--- config.mk ---
export PLATFORM = sky130hd
export DESIGN_NAME = overwriting_ring_byte_buffer
export DESIGN_NICKNAME = d
export VERILOG_FILES = /design/src/rtl/orbb_pkg.sv /design/src/rtl/overwriting_ring_byte_buffer.sv /design/src/rtl/orbb_front.sv /design/src/rtl/orbb_rspq.sv /design/src/rtl/orbb_back.sv
export SDC_FILE = /design/constraint.sdc
export NUM_CORES = 1
export LEC_CHECK = 0
export BUFFER_PORTS_ARGS = -buffer_cell sky130_fd_sc_hd__clkbuf_2
export CAP_MARGIN = 25
export CORE_ASPECT_RATIO = 0.7
export CORE_MARGIN = 1.5
export CORE_UTILIZATION = 45
export DETAILED_ROUTE_END_ITERATION = 8
export HOLD_SLACK_MARGIN = 0.06
export PLACE_DENSITY = 0.58
export RECOVER_POWER = 25
export SLEW_MARGIN = 20
export SYNTH_ARGS = -nofsm -noshare
export SYNTH_HDL_FRONTEND = slang
export SYNTH_SLANG_ARGS = --single-unit
--- constraint.sdc ---
create_clock -name clock -period 18.07 [get_ports clock]
set_clock_uncertainty 0.2 [all_clocks]
set_input_delay 1.807 -clock clock [delete_from_list [all_inputs] [get_ports clock]]
set_output_delay 1.807 -clock clock [all_outputs]
set_load 0.01 [all_outputs]
--- src/rtl/orbb_pkg.sv ---
`timescale 1ns / 1ps

package orbb_pkg;

   localparam int DEPTH_DEFAULT = 64;

   localparam int FUNC_W  = 3;
   localparam int DATA_W  = 8;
   localparam int COUNT_W = 8;
   localparam int MOVED_W = 8;
   localparam int FILL_W  = 7;

   localparam int CMDQ_DEPTH = 2;
   localparam int RSPQ_DEPTH = 4;

   localparam logic [DATA_W-1:0] NEWLINE_BYTE = 8'h0A;

   // request function codes
   localparam logic [FUNC_W-1:0] FUNC_WRITE = 3'd0;
   localparam logic [FUNC_W-1:0] FUNC_READ  = 3'd1;
   localparam logic [FUNC_W-1:0] FUNC_PEEK  = 3'd2;
   localparam logic [FUNC_W-1:0] FUNC_LINE  = 3'd3;
   localparam logic [FUNC_W-1:0] FUNC_SKIP  = 3'd4;
   localparam logic [FUNC_W-1:0] FUNC_CLEAR = 3'd5;

   // internal operation codes
   localparam int OP_W = 3;
   localparam logic [OP_W-1:0] OP_WRITE = 3'd0;
   localparam logic [OP_W-1:0] OP_READ  = 3'd1;
   localparam logic [OP_W-1:0] OP_PEEK  = 3'd2;
   localparam logic [OP_W-1:0] OP_LINE  = 3'd3;
   localparam logic [OP_W-1:0] OP_SKIP  = 3'd4;
   localparam logic [OP_W-1:0] OP_CLEAR = 3'd5;
   localparam logic [OP_W-1:0] OP_NOP   = 3'd6;

   typedef struct packed {
      logic [OP_W-1:0]    op;
      logic [DATA_W-1:0]  data;
      logic [COUNT_W-1:0] count;
   } cmd_type;

   typedef struct packed {
      logic [DATA_W-1:0]  byte_out;
      logic               byte_valid;
      logic               last;
      logic [MOVED_W-1:0] moved;
      logic [FILL_W-1:0]  fill_level;
   } rsp_type;

   typedef struct packed {
      logic full;
      logic room2;
   } rspq_status_type;

endpackage

--- src/rtl/overwriting_ring_byte_buffer.sv ---
`timescale 1ns / 1ps

// Byte ring buffer of DEPTH entries that overwrites the oldest byte when full.
// Requests enter a two-deep command queue and results leave through a
// four-deep result queue, so both sides stall independently. Write, skip,
// clear and unknown functions give one result each, so a write stream runs
// at one item per cycle while the result queue has room. Read and peek of n
// bytes give n results from the registered store read, one per cycle while
// the result queue has room for two. Read_line first scans its k bytes one
// per cycle through the single store read port, then delivers them as a read
// does; one that finds no line gives one empty result after its scan.
// Every result carries the fill level after its command.
module overwriting_ring_byte_buffer #(
   parameter int DEPTH = orbb_pkg::DEPTH_DEFAULT
) (
   input  logic                          clock,
   input  logic                          reset,
   input  logic                          push,
   output logic                          full,
   input  logic [orbb_pkg::FUNC_W-1:0]   req_func,
   input  logic [orbb_pkg::DATA_W-1:0]   req_data,
   input  logic [orbb_pkg::COUNT_W-1:0]  req_count,
   output logic                          empty,
   input  logic                          pop,
   output logic [orbb_pkg::DATA_W-1:0]   rsp_byte_out,
   output logic                          rsp_byte_valid,
   output logic                          rsp_last,
   output logic [orbb_pkg::MOVED_W-1:0]  rsp_moved,
   output logic [orbb_pkg::FILL_W-1:0]   rsp_fill_level
);

   orbb_pkg::cmd_type         cmd_head;
   logic                      cmd_valid, cmd_pop;
   orbb_pkg::rspq_status_type rspq_status;
   logic                      rsp_push;
   orbb_pkg::rsp_type         rsp_item, rsp_head;

   orbb_front u_front (
      .clock     (clock),
      .reset     (reset),
      .push      (push),
      .full      (full),
      .req_func  (req_func),
      .req_data  (req_data),
      .req_count (req_count),
      .cmd_pop   (cmd_pop),
      .cmd_valid (cmd_valid),
      .cmd_head  (cmd_head)
   );

   orbb_back #(
      .DEPTH (DEPTH)
   ) u_back (
      .clock       (clock),
      .reset       (reset),
      .cmd_valid   (cmd_valid),
      .cmd_head    (cmd_head),
      .cmd_pop     (cmd_pop),
      .rspq_status (rspq_status),
      .rsp_push    (rsp_push),
      .rsp_item    (rsp_item)
   );

   orbb_rspq u_rspq (
      .clock    (clock),
      .reset    (reset),
      .rsp_push (rsp_push),
      .rsp_item (rsp_item),
      .status   (rspq_status),
      .pop      (pop),
      .empty    (empty),
      .head     (rsp_head)
   );

   assign rsp_byte_out   = rsp_head.byte_out;
   assign rsp_byte_valid = rsp_head.byte_valid;
   assign rsp_last       = rsp_head.last;
   assign rsp_moved      = rsp_head.moved;
   assign rsp_fill_level = rsp_head.fill_level;

endmodule

--- src/rtl/orbb_front.sv ---
`timescale 1ns / 1ps

module orbb_front (
   input  logic                                clock,
   input  logic                                reset,
   input  logic                                push,
   output logic                                full,
   input  logic [orbb_pkg::FUNC_W-1:0]         req_func,
   input  logic [orbb_pkg::DATA_W-1:0]         req_data,
   input  logic [orbb_pkg::COUNT_W-1:0]        req_count,
   input  logic                                cmd_pop,
   output logic                                cmd_valid,
   output orbb_pkg::cmd_type                   cmd_head
);

   localparam int QD    = orbb_pkg::CMDQ_DEPTH;
   localparam int PTR_W = (QD > 1) ? $clog2(QD) : 1;
   localparam int CNT_W = $clog2(QD + 1);

   orbb_pkg::cmd_type q_ff [QD];
   logic [PTR_W-1:0]  wp_ff, wp_in, rp_ff, rp_in;
   logic [CNT_W-1:0]  cnt_ff, cnt_in;
   orbb_pkg::cmd_type cmd_new;
   logic              do_push, do_pop;

   // classify the request into an operation
   always_comb begin
      cmd_new.data  = req_data;
      cmd_new.count = req_count;
      case (req_func)
         orbb_pkg::FUNC_WRITE: cmd_new.op = orbb_pkg::OP_WRITE;
         orbb_pkg::FUNC_READ:  cmd_new.op = orbb_pkg::OP_READ;
         orbb_pkg::FUNC_PEEK:  cmd_new.op = orbb_pkg::OP_PEEK;
         orbb_pkg::FUNC_LINE:  cmd_new.op = orbb_pkg::OP_LINE;
         orbb_pkg::FUNC_SKIP:  cmd_new.op = orbb_pkg::OP_SKIP;
         orbb_pkg::FUNC_CLEAR: cmd_new.op = orbb_pkg::OP_CLEAR;
         default:              cmd_new.op = orbb_pkg::OP_NOP;
      endcase
   end

   assign full      = (cnt_ff == CNT_W'(QD));
   assign cmd_valid = (cnt_ff != '0);
   assign cmd_head  = q_ff[rp_ff];
   assign do_push   = push && !full;
   assign do_pop    = cmd_pop && cmd_valid;

   always_comb begin
      wp_in  = wp_ff;
      rp_in  = rp_ff;
      cnt_in = cnt_ff;
      if (do_push) begin
         wp_in = (wp_ff == PTR_W'(QD - 1)) ? '0 : wp_ff + PTR_W'(1);
      end
      if (do_pop) begin
         rp_in = (rp_ff == PTR_W'(QD - 1)) ? '0 : rp_ff + PTR_W'(1);
      end
      if (do_push && !do_pop) begin
         cnt_in = cnt_ff + CNT_W'(1);
      end else if (do_pop && !do_push) begin
         cnt_in = cnt_ff - CNT_W'(1);
      end
   end

   always_ff @(posedge clock) begin
      if (reset) begin
         wp_ff  <= '0;
         rp_ff  <= '0;
         cnt_ff <= '0;
      end else begin
         wp_ff  <= wp_in;
         rp_ff  <= rp_in;
         cnt_ff <= cnt_in;
      end
   end

   always_ff @(posedge clock) begin
      if (do_push) begin
         q_ff[wp_ff] <= cmd_new;
      end
   end

endmodule

--- src/rtl/orbb_rspq.sv ---
`timescale 1ns / 1ps

module orbb_rspq (
   input  logic                      clock,
   input  logic                      reset,
   input  logic                      rsp_push,
   input  orbb_pkg::rsp_type         rsp_item,
   output orbb_pkg::rspq_status_type status,
   input  logic                      pop,
   output logic                      empty,
   output orbb_pkg::rsp_type         head
);

   localparam int QD    = orbb_pkg::RSPQ_DEPTH;
   localparam int PTR_W = (QD > 1) ? $clog2(QD) : 1;
   localparam int CNT_W = $clog2(QD + 1);

   orbb_pkg::rsp_type q_ff [QD];
   logic [PTR_W-1:0]  wp_ff, wp_in, rp_ff, rp_in;
   logic [CNT_W-1:0]  cnt_ff, cnt_in;
   logic              do_push, do_pop;

   assign status.full  = (cnt_ff == CNT_W'(QD));
   assign status.room2 = (cnt_ff <= CNT_W'(QD - 2));
   assign empty        = (cnt_ff == '0);
   assign head         = q_ff[rp_ff];
   assign do_push      = rsp_push && !status.full;
   assign do_pop       = pop && !empty;

   always_comb begin
      wp_in  = wp_ff;
      rp_in  = rp_ff;
      cnt_in = cnt_ff;
      if (do_push) begin
         wp_in = (wp_ff == PTR_W'(QD - 1)) ? '0 : wp_ff + PTR_W'(1);
      end
      if (do_pop) begin
         rp_in = (rp_ff == PTR_W'(QD - 1)) ? '0 : rp_ff + PTR_W'(1);
      end
      if (do_push && !do_pop) begin
         cnt_in = cnt_ff + CNT_W'(1);
      end else if (do_pop && !do_push) begin
         cnt_in = cnt_ff - CNT_W'(1);
      end
   end

   always_ff @(posedge clock) begin
      if (reset) begin
         wp_ff  <= '0;
         rp_ff  <= '0;
         cnt_ff <= '0;
      end else begin
         wp_ff  <= wp_in;
         rp_ff  <= rp_in;
         cnt_ff <= cnt_in;
      end
   end

   always_ff @(posedge clock) begin
      if (do_push) begin
         q_ff[wp_ff] <= rsp_item;
      end
   end

endmodule

--- src/rtl/orbb_back.sv ---
`timescale 1ns / 1ps

module orbb_back #(
   parameter int DEPTH = orbb_pkg::DEPTH_DEFAULT
) (
   input  logic                      clock,
   input  logic                      reset,
   input  logic                      cmd_valid,
   input  orbb_pkg::cmd_type         cmd_head,
   output logic                      cmd_pop,
   input  orbb_pkg::rspq_status_type rspq_status,
   output logic                      rsp_push,
   output orbb_pkg::rsp_type         rsp_item
);

   localparam int IW    = (DEPTH > 1) ? $clog2(DEPTH) : 1;
   localparam int CNT_W = $clog2(DEPTH + 1);
   localparam int SUM_W = CNT_W + 1;

   localparam logic [1:0] S_IDLE = 2'd0;
   localparam logic [1:0] S_SCAN = 2'd1;
   localparam logic [1:0] S_EMIT = 2'd2;
   localparam logic [1:0] S_FAIL = 2'd3;

   function automatic logic [IW-1:0] nxt(input logic [IW-1:0] p);
      return (p == IW'(DEPTH - 1)) ? '0 : p + IW'(1);
   endfunction

   function automatic logic [IW-1:0] adv(input logic [IW-1:0] p, input logic [CNT_W-1:0] k);
      logic [SUM_W-1:0] s;
      s = SUM_W'(p) + SUM_W'(k);
      if (s >= SUM_W'(DEPTH)) begin
         s = s - SUM_W'(DEPTH);
      end
      return s[IW-1:0];
   endfunction

   logic [orbb_pkg::DATA_W-1:0] byte_store_ff [DEPTH];
   logic [orbb_pkg::DATA_W-1:0] rd_data_ff;
   logic                        rd_vld_ff;
   logic                        rd_en, wr_en;
   logic [IW-1:0]               rd_addr;

   logic [1:0]       state_ff, state_in;
   logic [IW-1:0]    wi_ff, wi_in, ri_ff, ri_in;
   logic [CNT_W-1:0] held_ff, held_in;

   logic [IW-1:0]               sc_ptr_ff, sc_ptr_in;
   logic [CNT_W-1:0]            sc_cnt_ff, sc_cnt_in, sc_n_ff, sc_n_in;
   logic [orbb_pkg::COUNT_W-1:0] sc_count_ff, sc_count_in;

   logic [IW-1:0]    em_ptr_ff, em_ptr_in;
   logic [CNT_W-1:0] em_left_ff, em_left_in, em_total_ff, em_total_in;
   logic [CNT_W-1:0] em_sent_ff, em_sent_in;

   logic [CNT_W-1:0]             n_req, cnt1;
   logic [orbb_pkg::MOVED_W-1:0] moved;
   logic                         is_nl, is_last;

   assign n_req = (cmd_head.count > orbb_pkg::COUNT_W'(held_ff))
                  ? held_ff : cmd_head.count[CNT_W-1:0];
   assign cnt1    = sc_cnt_ff + CNT_W'(1);
   assign is_nl   = (rd_data_ff == orbb_pkg::NEWLINE_BYTE);
   assign is_last = (em_sent_ff + CNT_W'(1) == em_total_ff);

   always_comb begin
      state_in    = state_ff;
      wi_in       = wi_ff;
      ri_in       = ri_ff;
      held_in     = held_ff;
      sc_ptr_in   = sc_ptr_ff;
      sc_cnt_in   = sc_cnt_ff;
      sc_n_in     = sc_n_ff;
      sc_count_in = sc_count_ff;
      em_ptr_in   = em_ptr_ff;
      em_left_in  = em_left_ff;
      em_total_in = em_total_ff;
      em_sent_in  = em_sent_ff;
      rd_en       = 1'b0;
      rd_addr     = ri_ff;
      wr_en       = 1'b0;
      cmd_pop     = 1'b0;
      rsp_push    = 1'b0;
      moved       = '0;
      rsp_item.byte_out   = '0;
      rsp_item.byte_valid = 1'b0;
      rsp_item.last       = 1'b1;

      case (state_ff)
         S_IDLE: begin
            if (cmd_valid && !rspq_status.full) begin
               cmd_pop = 1'b1;
               case (cmd_head.op)
                  orbb_pkg::OP_WRITE: begin
                     wr_en    = 1'b1;
                     wi_in    = nxt(wi_ff);
                     rsp_push = 1'b1;
                     moved    = orbb_pkg::MOVED_W'(1);
                     if (held_ff == CNT_W'(DEPTH)) begin
                        ri_in = nxt(wi_ff);
                     end else begin
                        held_in = held_ff + CNT_W'(1);
                     end
                  end
                  orbb_pkg::OP_READ, orbb_pkg::OP_PEEK: begin
                     if (n_req == '0) begin
                        rsp_push = 1'b1;
                     end else begin
                        if (cmd_head.op == orbb_pkg::OP_READ) begin
                           ri_in   = adv(ri_ff, n_req);
                           held_in = held_ff - n_req;
                        end
                        em_ptr_in   = ri_ff;
                        em_left_in  = n_req;
                        em_total_in = n_req;
                        em_sent_in  = '0;
                        state_in    = S_EMIT;
                     end
                  end
                  orbb_pkg::OP_LINE: begin
                     if (held_ff == '0) begin
                        rsp_push = 1'b1;
                     end else begin
                        rd_en       = 1'b1;
                        rd_addr     = ri_ff;
                        sc_ptr_in   = nxt(ri_ff);
                        sc_cnt_in   = '0;
                        sc_n_in     = n_req;
                        sc_count_in = cmd_head.count;
                        state_in    = S_SCAN;
                     end
                  end
                  orbb_pkg::OP_SKIP: begin
                     ri_in    = adv(ri_ff, n_req);
                     held_in  = held_ff - n_req;
                     rsp_push = 1'b1;
                     moved    = orbb_pkg::MOVED_W'(n_req);
                  end
                  orbb_pkg::OP_CLEAR: begin
                     wi_in    = '0;
                     ri_in    = '0;
                     held_in  = '0;
                     rsp_push = 1'b1;
                  end
                  default: begin
                     rsp_push = 1'b1;
                  end
               endcase
            end
         end
         S_SCAN: begin
            if (rd_vld_ff) begin
               sc_cnt_in = cnt1;
               if (is_nl || cnt1 >= sc_n_ff) begin
                  if (is_nl || orbb_pkg::COUNT_W'(cnt1) == sc_count_ff) begin
                     ri_in       = adv(ri_ff, cnt1);
                     held_in     = held_ff - cnt1;
                     em_ptr_in   = ri_ff;
                     em_left_in  = cnt1;
                     em_total_in = cnt1;
                     em_sent_in  = '0;
                     state_in    = S_EMIT;
                  end else begin
                     state_in = S_FAIL;
                  end
               end else begin
                  rd_en     = 1'b1;
                  rd_addr   = sc_ptr_ff;
                  sc_ptr_in = nxt(sc_ptr_ff);
               end
            end
         end
         S_FAIL: begin
            if (!rspq_status.full) begin
               rsp_push = 1'b1;
               state_in = S_IDLE;
            end
         end
         S_EMIT: begin
            if (rd_vld_ff) begin
               rsp_push            = 1'b1;
               rsp_item.byte_out   = rd_data_ff;
               rsp_item.byte_valid = 1'b1;
               rsp_item.last       = is_last;
               moved               = is_last ? orbb_pkg::MOVED_W'(em_total_ff) : '0;
               em_sent_in          = em_sent_ff + CNT_W'(1);
               if (is_last) begin
                  state_in = S_IDLE;
               end
            end
            if (em_left_ff != '0 && rspq_status.room2) begin
               rd_en      = 1'b1;
               rd_addr    = em_ptr_ff;
               em_ptr_in  = nxt(em_ptr_ff);
               em_left_in = em_left_ff - CNT_W'(1);
            end
         end
         default: begin
            state_in = S_IDLE;
         end
      endcase

      rsp_item.moved      = moved;
      rsp_item.fill_level = orbb_pkg::FILL_W'(held_in);
   end

   always_ff @(posedge clock) begin
      if (reset) begin
         state_ff  <= S_IDLE;
         wi_ff     <= '0;
         ri_ff     <= '0;
         held_ff   <= '0;
         rd_vld_ff <= 1'b0;
      end else begin
         state_ff  <= state_in;
         wi_ff     <= wi_in;
         ri_ff     <= ri_in;
         held_ff   <= held_in;
         rd_vld_ff <= rd_en;
      end
   end

   always_ff @(posedge clock) begin
      sc_ptr_ff   <= sc_ptr_in;
      sc_cnt_ff   <= sc_cnt_in;
      sc_n_ff     <= sc_n_in;
      sc_count_ff <= sc_count_in;
      em_ptr_ff   <= em_ptr_in;
      em_left_ff  <= em_left_in;
      em_total_ff <= em_total_in;
      em_sent_ff  <= em_sent_in;
   end

   // byte store, one write and one registered read per cycle
   always_ff @(posedge clock) begin
      if (wr_en) begin
         byte_store_ff[wi_ff] <= cmd_head.data;
      end
      if (rd_en) begin
         rd_data_ff <= byte_store_ff[rd_addr];
      end
   end

endmodule

==> results by group <==
Pwr
  – Reg power frac: 0.404
  – Int Power: 3.62 mW
  – P_leak: approximately 12 nW
  – Peak supply drop: 0.112 mV
  – Net Switching: 2.00 mW
  – Post-route total power: 5.62 mW
  – Sw frac: 0.356
  – PD cells: 157 nW/um^2
  – Clk pwr share: 0.270
  – Gate power share: 0.326

Worst setup path
  – R2r setup slk: 10.48 ns
  – Crit path kind: flip-flop to flip-flop
  – CP Capture Type: flip-flop
  – Crit path DAT: 7.73 ns
  – Path depth of the worst reg2reg path: 20
  – Critical Path Start Type: flip-flop
  – Critical Path RT: 18.21 ns
  – Top fanout value on the critical path: 23

Clock network
  – Post-CTS Setup Repair Bufs: 0
  – Sink Count: 745
  – Root Driver: clkbuf_16
  – CTS tree: built
  – Clk_lat worst skew: 0.64 ns
  – CTS buffer count: 70
  – Clock transition at path regs: 0.06 ns
  – CTS resizes: 0
  – Clk buf depth: 3
  – H-Tree Depth: 3
  – Hold-fix buffers at CTS: 0

Floorplanning
  – Cell Rows: 81
  – Die Area: 73,400 um^2
  – Die H: approximately 230 um
  – Die Width: 323 um
  – Core Footprint: around 70,000 um^2
  – I/O pins: 50
  – Initial cell density of the core: 0.459

Timing
  – Fmax: 0.132 GHz
  – RSZ-0062 raised after global routing: false
  – Final critical-path share of the clock period: 0.420
  – Hold Violations, Final: 0
  – Setup TNS: 0 ns
  – Slew @ Worst Pin: 3.24 ns
  – Final setup fails: 0
  – Fin crit period: 7.59 ns
  – Max Transition Viols Final: 520
  – Slew Limit Headroom: -1.16

Synthesis
  – Yosys top cell area share: 0.659
  – Mapped Cells: 2,446
  – Syn avg cell area: about 13 um^2
  – Syn. warnings: 0
  – Synthesized area: 32,300 um^2
  – Cell with the most instances after synthesis: edfxtp_1
  – Ys async rst share: 0
  – Top cells by count, synth: edfxtp_1, nand2_1, a21oi_1
  – Area contributors post-synth: edfxtp_1, nand2_1, a21oi_1, a32oi_1, dfxtp_1
  – Yosys cell types: 81
  – Sequential share of the synthesized area: 0.681
  – Yosys reg bits: between 700 and 800
  – Area leader, netlist: edfxtp_1
  – Net Count, Synth: about 2,500
  – Number of flops mapped to enable cells by yosys: 709
  – Prevailing post-synth register cell: edfxtp_1

Drt
  – Antenna Nets Post-Route: 0
  – Via/cell ratio: 5.92
  – Final WL: roughly 85 mm
  – Number of DRC markers in iteration 0: 2,343
  – # DRC: 0
  – Routed via count: 20,600
  – Drt first pass iters: 5
  – Routed length per instance: 24.5 um

Global route
  – Overflow after GRT: 0
  – Vias in the first global route: 19,100
  – Global-route total usage across every layer: 0.231
  – Antenna violations before repair: 4
  – Largest net degree at the start of global routing: 185
  – Global-route wire length before repair: approximately 120 mm

Placed design
  – Detailed placer's ending HPWL: 53.0 mm
  – RD Place Congestion: 0.879
  – I/O Buffers: 48

Final layout
  – Area grow syn2layout: 10.9%
  – Layout Nets: ~2,500
  – Fin util: 0.509
  – Share of cells above drive strength 1: 0.0896

Min path
  – Hold Path Stages: 2
  – Worst min path class: flip-flop to flip-flop

Flow run
  – Max-cap viol count: 8

Status
  – Violated checks: max-capacitance violations, max-slew violations
  – Status: finished with violations
==> path summary, 6_finish.rpt <==
check                      from           endpoint
hold / removal    u_front.rp_ff          flip-flop
hold reg to reg   u_front.rp_ff          flip-flop
setup / recovery      flip-flop  u_rspq.q_ff[0][4]
setup reg to reg      flip-flop  u_rspq.q_ff[0][4]
==> per-stage QoR <==
step / hold slack, ns / setup slack, ns / cells / instance area, um^2
2_1_floorplan: 0.272 / 12.21 / 2446 / 32300
3_3_place_gp: 0.284 / 11.15 / 3342 / 33500
3_5_place_dp: 0.313 / 11.05 / 3342 / 33500
4_1_cts: 0.329 / 10.99 / 3468 / 35800
5_1_grt: 0.358 / 9.94 / 3475 / 35800
6_report: 0.325 / 10.48 / 3476 / 35800
==> cell usage in the layout (no fill, tap or decap), types with 7 or more instances in the layout <==
cell / n
a21oi_1: 201
and3_1: 16
a221o_1: 12
mux4_2: 24
clkinv_2: 7
inv_1: 66
ha_1: 54
nor2_1: 163
edfxtp_1: 709
mux2i_1: 56
bufinv_16: 8
dfxtp_1: 35
xor2_1: 26
a22oi_1: 21
clkinv_1: 17
a21o_1: 9
a211oi_1: 27
clkbuf_2: 30
xnor2_1: 45
mux2_2: 15
a221oi_1: 34
nor3_1: 24
nor2b_1: 11
nand2_1: 411
o21ai_0: 53
clkbuf_1: 42
a32oi_1: 95
and2_1: 9
nand2b_1: 11
a22o_1: 16
clkbuf_16: 72
buf_4: 31
o22ai_1: 18
nand3_1: 31
==> flip-flops by register name, summed over array words and instances (netlist names), 3 cells and up, named ones only <==
name / flops
u_rspq.q_ff: 96
u_back.em_left_ff: 7
u_back.em_total_ff: 7
u_back.sc_cnt_ff: 7
u_back.sc_ptr_ff: 6
u_back.wi_ff: 6
u_back.held_ff: 7
u_back.byte_store_ff: 512
u_back.ri_ff: 6
u_back.em_ptr_ff: 6
u_back.sc_n_ff: 7
u_front.q_ff: 38
u_back.em_sent_ff: 7
u_back.rd_data_ff: 8
u_back.sc_count_ff: 8
u_rspq.cnt_ff: 3
==> cell families (layout without fill, tap and decap cells) <==
| logic type | after synthesis | after routing | synth area share |
|---|---|---|---|
| simple gates | 719 | 719 | 0.0935 |
| buf+inv | 210 | 285 | 0.0272 |
| flops | 745 | 745 | 0.681 |
| mux | 96 | 96 | 0.0399 |
| fa+ha+maj | 58 | 58 | 0.0234 |
| other cells | 1 | 2 | 0.000116 |
| compound gates | 545 | 545 | 0.115 |
| xor+xnor | 72 | 72 | 0.0198 |
==> cell type report <==
cell class                      instances  area, um^2
Antenna cell                            1        2.50
Clock buffer                           89        1900
Clock inverter                         37         428
Fill cell                            5922       34600
Inverter                               66         248
Multi-Input combinational cell       1491        9470
Sequential cell                       745       22000
Tap cell                              954        1190
Timing Repair Buffer                   93         567
==> critical path: stages, from the launching register on <==
cell and delay (ns):
dfxtp_1 0.31, clkbuf_1 1.06, mux2i_1 0.86, inv_1 0.18, ha_1 0.25, a21o_1 0.17, a211o_1 0.35, o21bai_2 0.57
nor2_1 0.12, a21oi_1 0.73, ha_1 0.36, inv_1 0.08, ha_1 0.24, nor2_1 0.11, o21ai_1 0.11, or4b_1 0.33
a21oi_1 0.06, o2bb2a_1 0.31, o21ai_0 0.14, a21oi_1 0.10, o31ai_1 0.67
==> per-layer routing <==
layer  GRT usage  share of wire  vias up  wire length, um
met2       0.304           0.40      877            34000
met1       0.368           0.48    10300            40800
li1            -              -     9283                -
met4      0.0474          0.014        2             1170
met5           0        0.00015        -               13
met3      0.0729           0.11       90             9130
==> power by group through the flow <==
stage / Combinational, mW / Sequential (mW) / Clock, mW
CTS: 1.82 / 2.25 / 1.54
global route: 1.99 / 2.28 / 1.60
floorplan: 1.22 / 2.24 / 0
detailed placement: 1.81 / 2.28 / 0
global placement: 1.78 / 2.28 / 0
finish: 1.83 / 2.27 / 1.52
(Power assumes the default switching activity.)
